$ cat config.mk
export PLATFORM = sky130hd
export DESIGN_NAME = stra_ram
export DESIGN_NICKNAME = d
export VERILOG_FILES = /design/src/rtl/stra_ram.sv
export SDC_FILE = /design/constraint.sdc
export NUM_CORES = 1
export LEC_CHECK = 0
export BUFFER_PORTS_ARGS = -buffer_cell sky130_fd_sc_hd__buf_4
export CAP_MARGIN = 20
export CORE_UTILIZATION = 40
export DETAILED_ROUTE_END_ITERATION = 8
export PLACE_DENSITY = 0.53
export SLEW_MARGIN = 20
export SYNTH_ARGS = -nofsm -noshare
export SYNTH_HDL_FRONTEND = slang
export SYNTH_SLANG_ARGS = --single-unit
$ cat constraint.sdc
create_clock -name clk_i -period 2.1 [get_ports clk_i]
set_clock_uncertainty 0.1 [all_clocks]
set_input_delay 0.315 -clock clk_i [delete_from_list [all_inputs] [get_ports clk_i]]
set_output_delay 0.315 -clock clk_i [all_outputs]
set_load 0.005 [all_outputs]
$ cat src/rtl/stra_ram.sv
// ----------------------------------------------------------------------------
// Generic RAM
// One write port and two read ports, read data registered.
// ----------------------------------------------------------------------------
`default_nettype none

module stra_ram #(
  parameter int unsigned WIDTH = 8,
  parameter int unsigned DEPTH = 16,
  parameter int unsigned AW    = $clog2(DEPTH)
) (
  input  wire logic             clk_i,
  input  wire logic             we_i,
  input  wire logic [AW-1:0]    waddr_i,
  input  wire logic [WIDTH-1:0] wdata_i,
  input  wire logic [AW-1:0]    raddr_a_i,
  output logic      [WIDTH-1:0] rdata_a_o,
  input  wire logic [AW-1:0]    raddr_b_i,
  output logic      [WIDTH-1:0] rdata_b_o
);

  logic [WIDTH-1:0] mem [DEPTH];

  // Write port.
  always_ff @(posedge clk_i) begin
    if (we_i) begin
      mem[waddr_i] <= wdata_i;
    end
  end

  // Registered read ports.
  always_ff @(posedge clk_i) begin
    rdata_a_o <= mem[raddr_a_i];
    rdata_b_o <= mem[raddr_b_i];
  end

endmodule

`default_nettype wire
==> results of run 1 <==
## through the flow
step,std cells,cell area (µm²),util,hold WS [ns],power (W)
floorplan,307,6350,-,0.314,0.00358
global placement,568,7000,0.457,0.530,0.00383
detailed placement,568,7000,0.457,0.524,0.00383
CTS,600,7580,0.495,0.0855,0.00674
global route,600,7580,0.495,0.101,0.00689
finish,600,7580,0.495,0.0916,0.00669
## cells by family after synthesis
family	count (synthesis)	synth area share
DFF	144	0.656
muxes	64	0.244
and+or+nand+nor	47	0.0343
AOI/OAI and AO/OA	32	0.0379
buffers and inverters	20	0.0272
## per-layer routing
metal | up-vias | GRT usage
li1 | 1479 | -
met1 | 1780 | 0.266
met2 | 112 | 0.322
met3 | 17 | 0.0492
met4 | 0 | 0.0747
met5 | - | 0
## sequential cells by signal (all words and copies together) (netlist names)
register,count
rdata_b_o,8
mem,128
rdata_a_o,8
## cells in the final DEF, fill, tap and decap left out
master / count
sky130_fd_sc_hd__buf_12: 3
sky130_fd_sc_hd__or3b_2: 1
sky130_fd_sc_hd__clkinvlp_4: 3
sky130_fd_sc_hd__clkinv_4: 1
sky130_fd_sc_hd__nand2_1: 17
sky130_fd_sc_hd__nor2b_1: 2
sky130_fd_sc_hd__mux4_1: 28
sky130_fd_sc_hd__clkinv_2: 2
sky130_fd_sc_hd__bufinv_16: 2
sky130_fd_sc_hd__clkbuf_1: 4
sky130_fd_sc_hd__dfxtp_1: 16
sky130_fd_sc_hd__nand3_1: 1
sky130_fd_sc_hd__and2b_1: 2
sky130_fd_sc_hd__mux4_2: 34
sky130_fd_sc_hd__and2_1: 2
sky130_fd_sc_hd__edfxtp_1: 128
sky130_fd_sc_hd__nand2b_1: 2
sky130_fd_sc_hd__buf_4: 67
sky130_fd_sc_hd__a22oi_1: 32
sky130_fd_sc_hd__nand3b_1: 2
sky130_fd_sc_hd__mux4_4: 2
sky130_fd_sc_hd__clkbuf_8: 2
sky130_fd_sc_hd__inv_6: 1
sky130_fd_sc_hd__nor2_1: 14
sky130_fd_sc_hd__nor3_1: 4
sky130_fd_sc_hd__clkbuf_16: 17
## power by group through the flow
stage	clock network, W	registers [W]	logic (W)
finish	0.00292	0.00324	0.000521
global route	0.00308	0.00325	0.000563
CTS	0.00297	0.00324	0.000531
detailed placement	0	0.00330	0.000530
global placement	0	0.00330	0.000527
floorplan	0	0.00329	0.000290
## critical path, stage by stage, from the launching register on
cell and delay (ns):
sky130_fd_sc_hd__edfxtp_1 0.39, sky130_fd_sc_hd__mux4_4 0.60, sky130_fd_sc_hd__a22oi_1 0.40, sky130_fd_sc_hd__nand2_1 0.10
## layout make-up
type,instances,area share
sequential,144,0.549
multi-input combinational,143,0.265
timing repair buffer,70,0.0743
clock buffer,23,0.0617
tap,211,0.0348
clock inverter,9,0.0145
## final timing paths
path	startpoint	end
setup / recovery	mem[0][0]$_DFFE_PP_	rdata_a_o[0]$_DFF_P_
hold reg to reg	mem[4][1]$_DFFE_PP_	rdata_b_o[1]$_DFF_P_
hold / removal	wdata_i[7]	mem[9][7]$_DFFE_PP_
setup reg to reg	mem[0][0]$_DFFE_PP_	rdata_a_o[0]$_DFF_P_
==> impl_results.rst, run 1 <==
.. list-table::
   :header-rows: 1

   * - Metric
     - Value
   * - Antenna Diode Count
     - 0
   * - Detailed placement HPWL
     - 9.95 mm
   * - # nets final
     - 398
   * - Filler cell count
     - 1288
   * - CTS sink count
     - 144
   * - Number of vias per cell
     - 5.65
   * - Number of flip-flops and latches in the synthesized netlist
     - 144
   * - Met3 Routed Length
     - 902 µm
   * - Crit path setup slack, layout
     - 0.390 ns
   * - CTS tree
     - built
   * - Crit path time final
     - 1.71 ns
   * - Area Growth Syn to Fin
     - 19.4%
   * - Initial antenna violation count
     - 0
   * - Most common cell in the netlist
     - sky130_fd_sc_hd__edfxtp_1
   * - Flop-to-flop setup slack
     - 0.39 ns
   * - Part of the cycle the worst path needs
     - 0.814
   * - Classification of the worst-slack hold path
     - in -> reg
   * - Detail Route Antenna Nets
     - 0
   * - Starting utilization of the core area
     - 0.414
   * - CTS hold repair buffers
     - 0
   * - Number of design-rule violations left by the first detailed-router iteration
     - 227
   * - Htree depth
     - 4
   * - Die Span Y
     - 128 µm
   * - Unrepaired setup endpoints after global routing
     - no
   * - Most area-hungry cell type in the Yosys netlist
     - sky130_fd_sc_hd__edfxtp_1
   * - Switching Power
     - 0.00141 W
   * - Detailed-routing wirelength on met1
     - 6.22 mm
   * - Placeable Area
     - 15300 µm²
   * - Main flop type after synthesis
     - sky130_fd_sc_hd__edfxtp_1
   * - Vias after detailed routing
     - 3388
   * - Detailed-route wire length per cell
     - 24.7 µm
   * - Depth of the worst register-to-register path
     - 3
   * - Required arrival time at the worst endpoint
     - 2.30 ns
   * - Count of cells along the worst hold path
     - 1
   * - Metal2 WL
     - 7.41 mm
   * - Post-synth top area share
     - 0.606
   * - Post-CTS setup buffer count
     - 0
   * - Register share of total power
     - 0.485
   * - Setup violation total in the final timing report
     - 0
   * - Worst setup path category
     - reg -> reg
   * - Worst Max-Slew Pin Slew
     - 0.487 ns
   * - Category of the worst setup path capture point
     - flop
   * - Clock network power share
     - 0.437
   * - Post-synth design cell area
     - 6350 µm²
   * - Seq/Total Area, Yosys
     - 0.656
   * - Number of different library cells in the post-synthesis netlist
     - 20
   * - Worst skew pair latency
     - 0.43 ns
   * - Startpoint type of the worst setup path
     - flop
   * - Yosys warns
     - 0
   * - Via count of the first global-routing pass
     - 3500
   * - CTS resizes
     - 0
   * - Post-Syn Nets
     - 329
   * - Final Max Slew Viols
     - 0
   * - Maximum number of buffers from clock root to sink
     - 2
   * - Post-synth ARST share
     - 0
   * - Boundary pin count
     - 38
   * - Final sum of negative setup slack
     - 0 ns
   * - Switch share
     - 0.210
   * - Multi-input gate area
     - 2010 µm²
   * - Cts bufs inserted
     - 17
   * - Number of design rule violations left after detail routing
     - 0
   * - Number of enable-type register cells in the synthesized netlist
     - 128
   * - Total Die Area
     - 16400 µm²
   * - Proportion of layout cells with a drive suffix above 1
     - 0.347
   * - IO buf count
     - 37
   * - Static Leakage
     - 2.64 nW
   * - Total track usage
     - 0.201
   * - Relative slew slack
     - 0.675
   * - Total area of sequential cells
     - 4160 µm²
   * - Average cell area after synthesis
     - 20.7 µm²
   * - Pin count of the biggest net entering global routing
     - 19
   * - Maximum ir drop on the vdd rail
     - 0.567 mV
   * - Wire length of the first global-routing pass
     - 22.3 mm
   * - Clk Tree Root Cell
     - sky130_fd_sc_hd__clkbuf_16
   * - Arrival time of the worst setup path
     - 1.91 ns
   * - Maximum achievable frequency
     - 585 MHz
   * - Cell types with the largest area share after synthesis
     - sky130_fd_sc_hd__edfxtp_1, sky130_fd_sc_hd__mux4_2, sky130_fd_sc_hd__mux4_1, sky130_fd_sc_hd__dfxtp_1, sky130_fd_sc_hd__a22oi_1
   * - Most frequent cells after synthesis
     - sky130_fd_sc_hd__edfxtp_1, sky130_fd_sc_hd__mux4_2, sky130_fd_sc_hd__a22oi_1
   * - Gate count after technology mapping
     - 307
   * - Top routing layer in use
     - met4
   * - Clock input transition at the sequential cells of the worst setup and hold paths
     - 0.06 ns
   * - Combinational power share
     - 0.078
   * - Die span in x
     - 128 µm
   * - Standard-cell row count
     - 45
   * - Power density over the cells
     - 882 nW/µm²
   * - Final Routed Wirelength
     - 14.8 mm
   * - # Max-Cap Violations
     - 0
   * - Outcome
     - finished clean
   * - Hold Vio Cnt, Final
     - 0
   * - First-pass detailed-route iteration total
     - 4
   * - Largest fanout of any net on the critical path
     - 2
   * - Cell internal pwr
     - 0.00528 W
   * - Gr ovfl total
     - 0
   * - Post-placement setup slack
     - 0.105 ns
   * - Routability-driven placement congestion ratio
     - 0.796
Power figures use the tool's default switching activity.
==> inputs of run 2 (changes only) <==
--- a/config.mk
+++ b/config.mk
@@ -5,6 +5,7 @@
 export SDC_FILE = /design/constraint.sdc
 export NUM_CORES = 1
 export LEC_CHECK = 0
+export ABC_AREA = 1
 export BUFFER_PORTS_ARGS = -buffer_cell sky130_fd_sc_hd__buf_4
 export CAP_MARGIN = 20
 export CORE_UTILIZATION = 40
==> constraint.sdc (replaced) <==
create_clock -name clk_i -period 1.77 [get_ports clk_i]
set_clock_uncertainty 0.1 [all_clocks]
set_input_delay 0.2655 -clock clk_i [delete_from_list [all_inputs] [get_ports clk_i]]
set_output_delay 0.2655 -clock clk_i [all_outputs]
set_load 0.005 [all_outputs]
==> impl_results.rst, run 2 <==
.. list-table::
   :header-rows: 1

   * - Metric
     - Value
   * - Outcome
     - finished clean (unchanged)
   * - Total Die Area
     - 18700 µm² (was 16400 µm²)
   * - Register share of total power
     - 0.466 (was 0.485)
   * - Cts bufs inserted
     - 17 (unchanged)
   * - Seq/Total Area, Yosys
     - 0.574 (was 0.656)
   * - Buffer and inverter count on the worst path
     - 1 (was 0)
   * - Combinational power share
     - 0.102 (was 0.078)
   * - Standard-cell row count
     - 48 (was 45)
   * - Maximum achievable frequency
     - 761 MHz
   * - Global Route met2 Usage
     - 0.389 (was 0.322)
   * - Clock network power share
     - 0.432 (was 0.437)
   * - Top flop regs
     - mem: 128 flops, rdata_a_o: 8 flops, rdata_b_o: 8 flops (unchanged)
   * - Arrival time of the worst setup path
     - 0.95 ns (was 1.91 ns)
   * - Routability-driven placement congestion ratio
     - 0.897 (was 0.796)
   * - Final Routed Wirelength
     - 21.2 mm (was 14.8 mm)
   * - Number of different library cells in the post-synthesis netlist
     - 13 (was 20)
   * - CTS sink count
     - 144 (unchanged)
   * - First-pass detailed-route iteration total
     - 6 (was 4)
   * - Number of design-rule violations left by the first detailed-router iteration
     - 920 (was 227)
   * - Pin count of the biggest net entering global routing
     - 43 (was 19)
   * - Worst Max-Slew Pin Slew
     - 0.477 ns (was 0.487 ns)
   * - Most area-hungry cell type in the Yosys netlist
     - sky130_fd_sc_hd__edfxtp_1 (unchanged)
   * - Highest cell delay on the worst timing path
     - 0.39 ns (was 0.60 ns)
   * - Total track usage
     - 0.245 (was 0.201)
   * - Final sum of negative setup slack
     - 0 ns (unchanged)
   * - Number of flip-flops and latches in the synthesized netlist
     - 144 (unchanged)
   * - Classification of the worst-slack hold path
     - in -> reg (unchanged)
   * - GR Layer Usage met1
     - 0.331 (was 0.266)
   * - Clk Tree Root Cell
     - sky130_fd_sc_hd__clkbuf_16 (unchanged)
   * - Startpoint type of the worst setup path
     - flop (unchanged)
   * - Crit path setup slack, layout
     - 0.455 ns (was 0.390 ns)
   * - Proportion of layout cells with a drive suffix above 1
     - 0.115 (was 0.347)
   * - Antenna Diode Count
     - 0 (unchanged)
   * - Part of the cycle the worst path needs
     - 0.743
   * - Commonest non-fill, non-tap cells in the layout
     - sky130_fd_sc_hd__nand2_1, sky130_fd_sc_hd__nand3_1, sky130_fd_sc_hd__inv_1 (was sky130_fd_sc_hd__edfxtp_1, sky130_fd_sc_hd__buf_4, sky130_fd_sc_hd__mux4_2)
   * - Most frequent cells after synthesis
     - sky130_fd_sc_hd__nand2_1, sky130_fd_sc_hd__nand3_1, sky130_fd_sc_hd__inv_1 (was sky130_fd_sc_hd__edfxtp_1, sky130_fd_sc_hd__mux4_2, sky130_fd_sc_hd__a22oi_1)
   * - Number of enable-type register cells in the synthesized netlist
     - 128 (unchanged)
   * - Htree depth
     - 4 (unchanged)
   * - Gr ovfl total
     - 0 (unchanged)
   * - Die Span Y
     - 137 µm (was 128 µm)
   * - Highest-utilization routing layer at the global route stage
     - met2 (unchanged)
   * - Boundary pin count
     - 38 (unchanged)
   * - Required arrival time at the worst endpoint
     - 1.40 ns (was 2.30 ns)
   * - Post-synth top area share
     - 0.529 (was 0.606)
   * - Relative slew slack
     - 0.682 (was 0.675)
   * - Gate count after technology mapping
     - 851 (was 307)
   * - CTS resizes
     - 0 (unchanged)
   * - Most flop-heavy register
     - mem (unchanged)
   * - Post-placement setup slack
     - 0.233 ns (was 0.105 ns)
   * - # Max-Cap Violations
     - 0 (unchanged)
   * - Cell class contributing the biggest share of worst-path delay
     - flip-flops (was multiplexers)
   * - Post-CTS setup buffer count
     - 0 (unchanged)
   * - Maximum ir drop on the vdd rail
     - 0.690 mV (was 0.567 mV)
   * - Crit path time final
     - 1.31 ns
   * - Final Max Slew Viols
     - 0 (unchanged)
   * - Category of the worst setup path capture point
     - primary output (was flop)
   * - IO buf count
     - 37 (unchanged)
   * - Static Leakage
     - 3.81 nW (was 2.64 nW)
   * - Initial antenna violation count
     - 0 (unchanged)
   * - Largest fanout of any net on the critical path
     - 1 (was 2)
   * - # nets final
     - 917 (was 398)
   * - Crit path cell chain
     - buf_4 (was mux4_4 > a22oi_1 > nand2_1)
   * - Via count of the first global-routing pass
     - 5943 (was 3500)
   * - Post-synth ARST share
     - 0 (unchanged)
   * - Placeable Area
     - 17500 µm² (was 15300 µm²)
   * - Most frequent standard cell in the layout excluding fill and tap cells
     - sky130_fd_sc_hd__nand2_1 (was sky130_fd_sc_hd__edfxtp_1)
   * - Detail Route Antenna Nets
     - 0 (unchanged)
   * - CTS tree
     - built (unchanged)
   * - Vias after detailed routing
     - 6028 (was 3388)
   * - Cell internal pwr
     - 0.00627 W (was 0.00528 W)
   * - Unrepaired setup endpoints after global routing
     - no (unchanged)
   * - Post-synth design cell area
     - 7260 µm² (was 6350 µm²)
   * - Clock input transition at the sequential cells of the worst setup and hold paths
     - 0.06 ns (about the same)
   * - Hold Vio Cnt, Final
     - 0 (unchanged)
   * - Number of flip-flops under the largest register name
     - 128 (unchanged)
   * - Cell types with the largest area share after synthesis
     - sky130_fd_sc_hd__edfxtp_1, sky130_fd_sc_hd__nand3_1, sky130_fd_sc_hd__nand2_1, sky130_fd_sc_hd__inv_1, sky130_fd_sc_hd__dfxtp_1 (was sky130_fd_sc_hd__edfxtp_1, sky130_fd_sc_hd__mux4_2, sky130_fd_sc_hd__mux4_1, sky130_fd_sc_hd__dfxtp_1, sky130_fd_sc_hd__a22oi_1)
   * - Main flop type after synthesis
     - sky130_fd_sc_hd__edfxtp_1 (unchanged)
   * - CTS hold repair buffers
     - 0 (unchanged)
   * - Yosys warns
     - 0 (unchanged)
   * - Met3 track demand over resource in global routing
     - 0.0530 (was 0.0492)
   * - Switch share
     - 0.238 (was 0.210)
   * - Power density over the cells
     - 978 nW/µm² (was 882 nW/µm²)
   * - Most common cell in the netlist
     - sky130_fd_sc_hd__nand2_1 (was sky130_fd_sc_hd__edfxtp_1)
   * - Number of design rule violations left after detail routing
     - 0 (unchanged)
   * - Average cell area after synthesis
     - 8.53 µm² (was 20.7 µm²)
   * - Worst setup path category
     - reg -> out (was reg -> reg)
   * - Worst skew pair latency
     - 0.42 ns (was 0.43 ns)
   * - Area Growth Syn to Fin
     - 15.8% (was 19.4%)
   * - Setup violation total in the final timing report
     - 0 (unchanged)
   * - Starting utilization of the core area
     - 0.414 (about the same)
   * - Number of vias per cell
     - 5.32 (was 5.65)
   * - Slowest stage cell, crit path
     - sky130_fd_sc_hd__dfxtp_1 (was sky130_fd_sc_hd__mux4_4)
   * - Wire length of the first global-routing pass
     - 33.3 mm (was 22.3 mm)
   * - Die span in x
     - 137 µm (was 128 µm)
   * - Detailed placement HPWL
     - 13.9 mm (was 9.95 mm)
   * - Switching Power
     - 0.00195 W (was 0.00141 W)
   * - Post-Syn Nets
     - 873 (was 329)
   * - Detailed-route wire length per cell
     - 18.7 µm (was 24.7 µm)
   * - Maximum number of buffers from clock root to sink
     - 2 (unchanged)
-- run 2: path summary, 6_finish.rpt --
| kind | cells after the start | from | slack [ns] | end |
|---|---|---|---|---|
| max reg2reg | 6 | mem[2][1]$_DFFE_PP_ | 0.56 | rdata_b_o[1]$_DFF_P_ |
| max | 1 | rdata_a_o[6]$_DFF_P_ | 0.46 | rdata_a_o[6] |
| min reg2reg | 6 | mem[10][2]$_DFFE_PP_ | 0.60 | rdata_b_o[2]$_DFF_P_ |
| min | 1 | wdata_i[5] | 0.08 | mem[3][5]$_DFFE_PP_ |
-- run 2: cell families after synthesis --
logic type	after synthesis	share of synthesized area
flip-flops	144	0.574
AND/OR/NAND/NOR	521	0.309
buffers and inverters	186	0.117
-- run 2: power by group through the flow --
stage	Combinational [W]	Sequential, W	Clock (W)
5_1_grt	0.000918	0.00384	0.00375
6_report	0.000836	0.00383	0.00356
2_1_floorplan	0.000479	0.00390	0
3_5_place_dp	0.000826	0.00391	0
4_1_cts	0.000830	0.00383	0.00361
3_3_place_gp	0.000817	0.00390	0
-- run 2: final cells by class --
type,instances,area [µm²]
clock buffers,18,429
clock inverters,14,148
fillers,1690,9130
inverters,138,518
multi-input cells,521,2240
flip-flops and latches,144,4160
well taps,225,282
repair buffers,73,623
-- run 2: metrics by stage --
stage / utilization / area, µm² / hold WS (ns) / std cells / power (W)
after floorplan: - / 7260 / 0.264 / 851 / 0.00438
after global placement: 0.447 / 7830 / 0.511 / 1101 / 0.00472
after detailed placement: 0.447 / 7830 / 0.520 / 1101 / 0.00473
after CTS: 0.479 / 8410 / 0.0737 / 1133 / 0.00828
after global routing: 0.479 / 8410 / 0.0925 / 1133 / 0.00851
final: 0.479 / 8410 / 0.0785 / 1133 / 0.00823
-- run 2: per-layer routing --
layer  wire length [µm]  part of all wire
met2               9720              0.46
met4                442             0.021
met3               1670             0.079
met1               9380              0.44
met5                  0                 0
==> inputs of run 3 (changes only) <==
--- a/config.mk
+++ b/config.mk
@@ -5,12 +5,12 @@
 export SDC_FILE = /design/constraint.sdc
 export NUM_CORES = 1
 export LEC_CHECK = 0
-export ABC_AREA = 1
+export ABC_AREA = 0
 export BUFFER_PORTS_ARGS = -buffer_cell sky130_fd_sc_hd__buf_4
 export CAP_MARGIN = 20
 export CORE_UTILIZATION = 40
 export DETAILED_ROUTE_END_ITERATION = 8
-export PLACE_DENSITY = 0.53
+export PLACE_DENSITY = 0.55
 export SLEW_MARGIN = 20
 export SYNTH_ARGS = -nofsm -noshare
 export SYNTH_HDL_FRONTEND = slang
==> constraint.sdc (replaced) <==
create_clock -name clk_i -period 1.1 [get_ports clk_i]
set_clock_uncertainty 0.1 [all_clocks]
set_input_delay 0.165 -clock clk_i [delete_from_list [all_inputs] [get_ports clk_i]]
set_output_delay 0.165 -clock clk_i [all_outputs]
set_load 0.005 [all_outputs]
==> impl_results.rst, run 3 (synthesized netlist as in run 1, its figures left out) <==
.. list-table::
   :header-rows: 1

   * - Metric
     - Value
   * - Filler cell count
     - 1234 (was 1690)
   * - CTS sink count
     - 144 (unchanged)
   * - Clk Tree Root Cell
     - sky130_fd_sc_hd__clkbuf_16 (unchanged)
   * - IO buf count
     - 37 (unchanged)
   * - Number of design-rule violations left by the first detailed-router iteration
     - 250 (was 920)
   * - Routability-driven placement congestion ratio
     - 0.742 (was 0.897)
   * - # nets final
     - 426 (was 917)
   * - Maximum achievable frequency
     - 679 MHz
   * - Htree depth
     - 4 (unchanged)
   * - Setup violation total in the final timing report
     - 26 (was 0)
   * - Total Die Area
     - 16400 µm² (was 18700 µm²)
   * - Worst hold slack
     - 0.217 ns (was 0.0785 ns)
   * - Final Routed Wirelength
     - 14.6 mm (was 21.2 mm)
   * - Category of the worst setup path capture point
     - flop (was primary output)
   * - Detailed-route wire length per cell
     - 23.2 µm (was 18.7 µm)
   * - Initial antenna violation count
     - 0 (unchanged)
   * - Crit path setup slack, layout
     - -0.373 ns (was 0.455 ns)
   * - Power consumption
     - 0.0139 W (was 0.00823 W)
   * - Crit path time final
     - 1.47 ns
   * - Relative slew slack
     - 0.235 (was 0.682)
   * - Standard-cell row count
     - 45 (was 48)
   * - Power density over the cells
     - 1680 nW/µm² (was 978 nW/µm²)
   * - Maximum number of buffers from clock root to sink
     - 2 (unchanged)
   * - Commonest non-fill, non-tap cells in the layout
     - sky130_fd_sc_hd__edfxtp_1, sky130_fd_sc_hd__mux4_2, sky130_fd_sc_hd__buf_4 (was sky130_fd_sc_hd__nand2_1, sky130_fd_sc_hd__nand3_1, sky130_fd_sc_hd__inv_1)
   * - Placeable Area
     - 15300 µm² (was 17500 µm²)
   * - Post-CTS setup buffer count
     - 0 (unchanged)
   * - Number of vias per cell
     - 5.36 (was 5.32)
   * - CTS tree
     - built (unchanged)
   * - Wire length of the first global-routing pass
     - 22.9 mm (was 33.3 mm)
   * - Detailed placement HPWL
     - 10.2 mm (was 13.9 mm)
   * - Top flop regs
     - mem: 128 flops, rdata_a_o: 8 flops, rdata_b_o: 8 flops (unchanged)
   * - First-pass detailed-route iteration total
     - 4 (was 6)
   * - Area Growth Syn to Fin
     - 30.5% (was 15.8%)
   * - Classification of the worst-slack hold path
     - in -> reg (unchanged)
   * - Worst skew pair latency
     - 0.42 ns (about the same)
   * - Cts bufs inserted
     - 17 (unchanged)
   * - Final sum of negative setup slack
     - -4.88 ns (was 0 ns)
   * - Vias after detailed routing
     - 3368 (was 6028)
   * - Total track usage
     - 0.201 (was 0.245)
   * - Starting utilization of the core area
     - 0.414 (about the same)
   * - Most flop-heavy register
     - mem (unchanged)
   * - Startpoint type of the worst setup path
     - flop (unchanged)
   * - Largest fanout of any net on the critical path
     - 2 (was 1)
   * - Worst Max-Slew Pin Slew
     - 1.15 ns (was 0.477 ns)
   * - Detail Route Antenna Nets
     - 0 (unchanged)
   * - Boundary pin count
     - 38 (unchanged)
   * - Via count of the first global-routing pass
     - 3732 (was 5943)
   * - Static Leakage
     - 2.79 nW (was 3.81 nW)
   * - Violated checks
     - setup timing
   * - Final Max Slew Viols
     - 0 (unchanged)
   * - Clock input transition at the sequential cells of the worst setup and hold paths
     - 0.06 ns (about the same)
   * - Unrepaired setup endpoints after global routing
     - yes (was no)
   * - Outcome
     - finished, violations left (was finished clean)
   * - Pin count of the biggest net entering global routing
     - 17 (was 43)
   * - Maximum ir drop on the vdd rail
     - 0.929 mV (was 0.690 mV)
   * - Die span in x
     - 128 µm (was 137 µm)
   * - Arrival time of the worst setup path
     - 1.67 ns (was 0.95 ns)
   * - Hold Vio Cnt, Final
     - 0 (unchanged)
   * - Antenna Diode Count
     - 0 (unchanged)
   * - Die Span Y
     - 128 µm (was 137 µm)
   * - # Max-Cap Violations
     - 0 (unchanged)
   * - Proportion of layout cells with a drive suffix above 1
     - 0.552 (was 0.115)
   * - Required arrival time at the worst endpoint
     - 1.30 ns (was 1.40 ns)
   * - Part of the cycle the worst path needs
     - 1.34
   * - Worst setup path category
     - reg -> reg (was reg -> out)
   * - Number of design rule violations left after detail routing
     - 0 (unchanged)
   * - Gr ovfl total
     - 0 (unchanged)
   * - Number of flip-flops under the largest register name
     - 128 (unchanged)
   * - Most frequent standard cell in the layout excluding fill and tap cells
     - sky130_fd_sc_hd__edfxtp_1 (was sky130_fd_sc_hd__nand2_1)
-- run 3: cell types whose count changed in the layout (fill, tap and decap cells not counted), sizes merged, moves of 17 or more --
cell	previous run	this run
mux4	0	64
nand3	225	1
a22oi	0	32
inv	138	0
buf	73	90
nand2	277	17
-- run 3: metal layers --
| metal | vias to the layer above | GRT usage | share of wire | wire (µm) |
|---|---|---|---|---|
| met3 | 15 | 0.0401 | 0.058 | 838 |
| li1 | 1507 | - | - | - |
| met4 | 0 | 0.0685 | 0.0093 | 136 |
| met2 | 112 | 0.337 | 0.52 | 7560 |
| met1 | 1734 | 0.264 | 0.41 | 6040 |
| met5 | - | 0 | 0 | 0 |
-- run 3: cell type report --
type | count | area, µm² | area share
sequential | 144 | 4180 | 0.505
clock buffer | 18 | 429 | 0.0518
timing repair buffer | 98 | 1050 | 0.127
multi-input combinational | 143 | 2110 | 0.255
clock inverter | 14 | 239 | 0.0289
tap | 211 | 264 | 0.0319
-- run 3: per-stage QoR --
stage                util  instance area, µm²  instances  setup WS, ns
floorplan               -                6440        307        -0.284
global placement    0.483                7390        588        -0.615
detailed placement  0.483                7390        588        -0.625
CTS                 0.539                8260        628        -0.380
global route        0.541                8280        628        -0.431
finish              0.541                8280        628        -0.373
-- run 3: worst max-delay path, stage by stage (launching register included) --
cell	delay, ns
sky130_fd_sc_hd__edfxtp_1	0.39
sky130_fd_sc_hd__mux4_4	0.61
sky130_fd_sc_hd__a22oi_2	0.17
sky130_fd_sc_hd__nand2_1	0.08
-- run 3: what timing repair did --
action | 4_1_cts | 5_1_grt
hold buffers | 8 | 0
endpoints found under the setup margin | 32 | 37
gates resized for setup | 33 | 10
hold endpoints to repair | 128 | 0
cloned | 0 | 0
pin swaps | 3 | 5
-- run 3: final timing paths --
kind / slack (ns) / cells past startpoint / endpoint / start
setup / recovery: -0.37 / 3 / rdata_a_o[0]$_DFF_P_ / mem[3][0]$_DFFE_PP_
setup reg to reg: -0.37 / 3 / rdata_a_o[0]$_DFF_P_ / mem[3][0]$_DFFE_PP_
hold / removal: 0.22 / 4 / rdata_b_o[0]$_DFF_P_ / raddr_b_i[1]
hold reg to reg: 0.61 / 3 / rdata_a_o[5]$_DFF_P_ / mem[15][5]$_DFFE_PP_
-- run 3: report_power, final --
group,total (W),internal (W),switching [W]
Clock,0.00645,0.00425,0.00220
Sequential,0.00621,0.00613,0.0000794
Combinational,0.00124,0.000671,0.000565
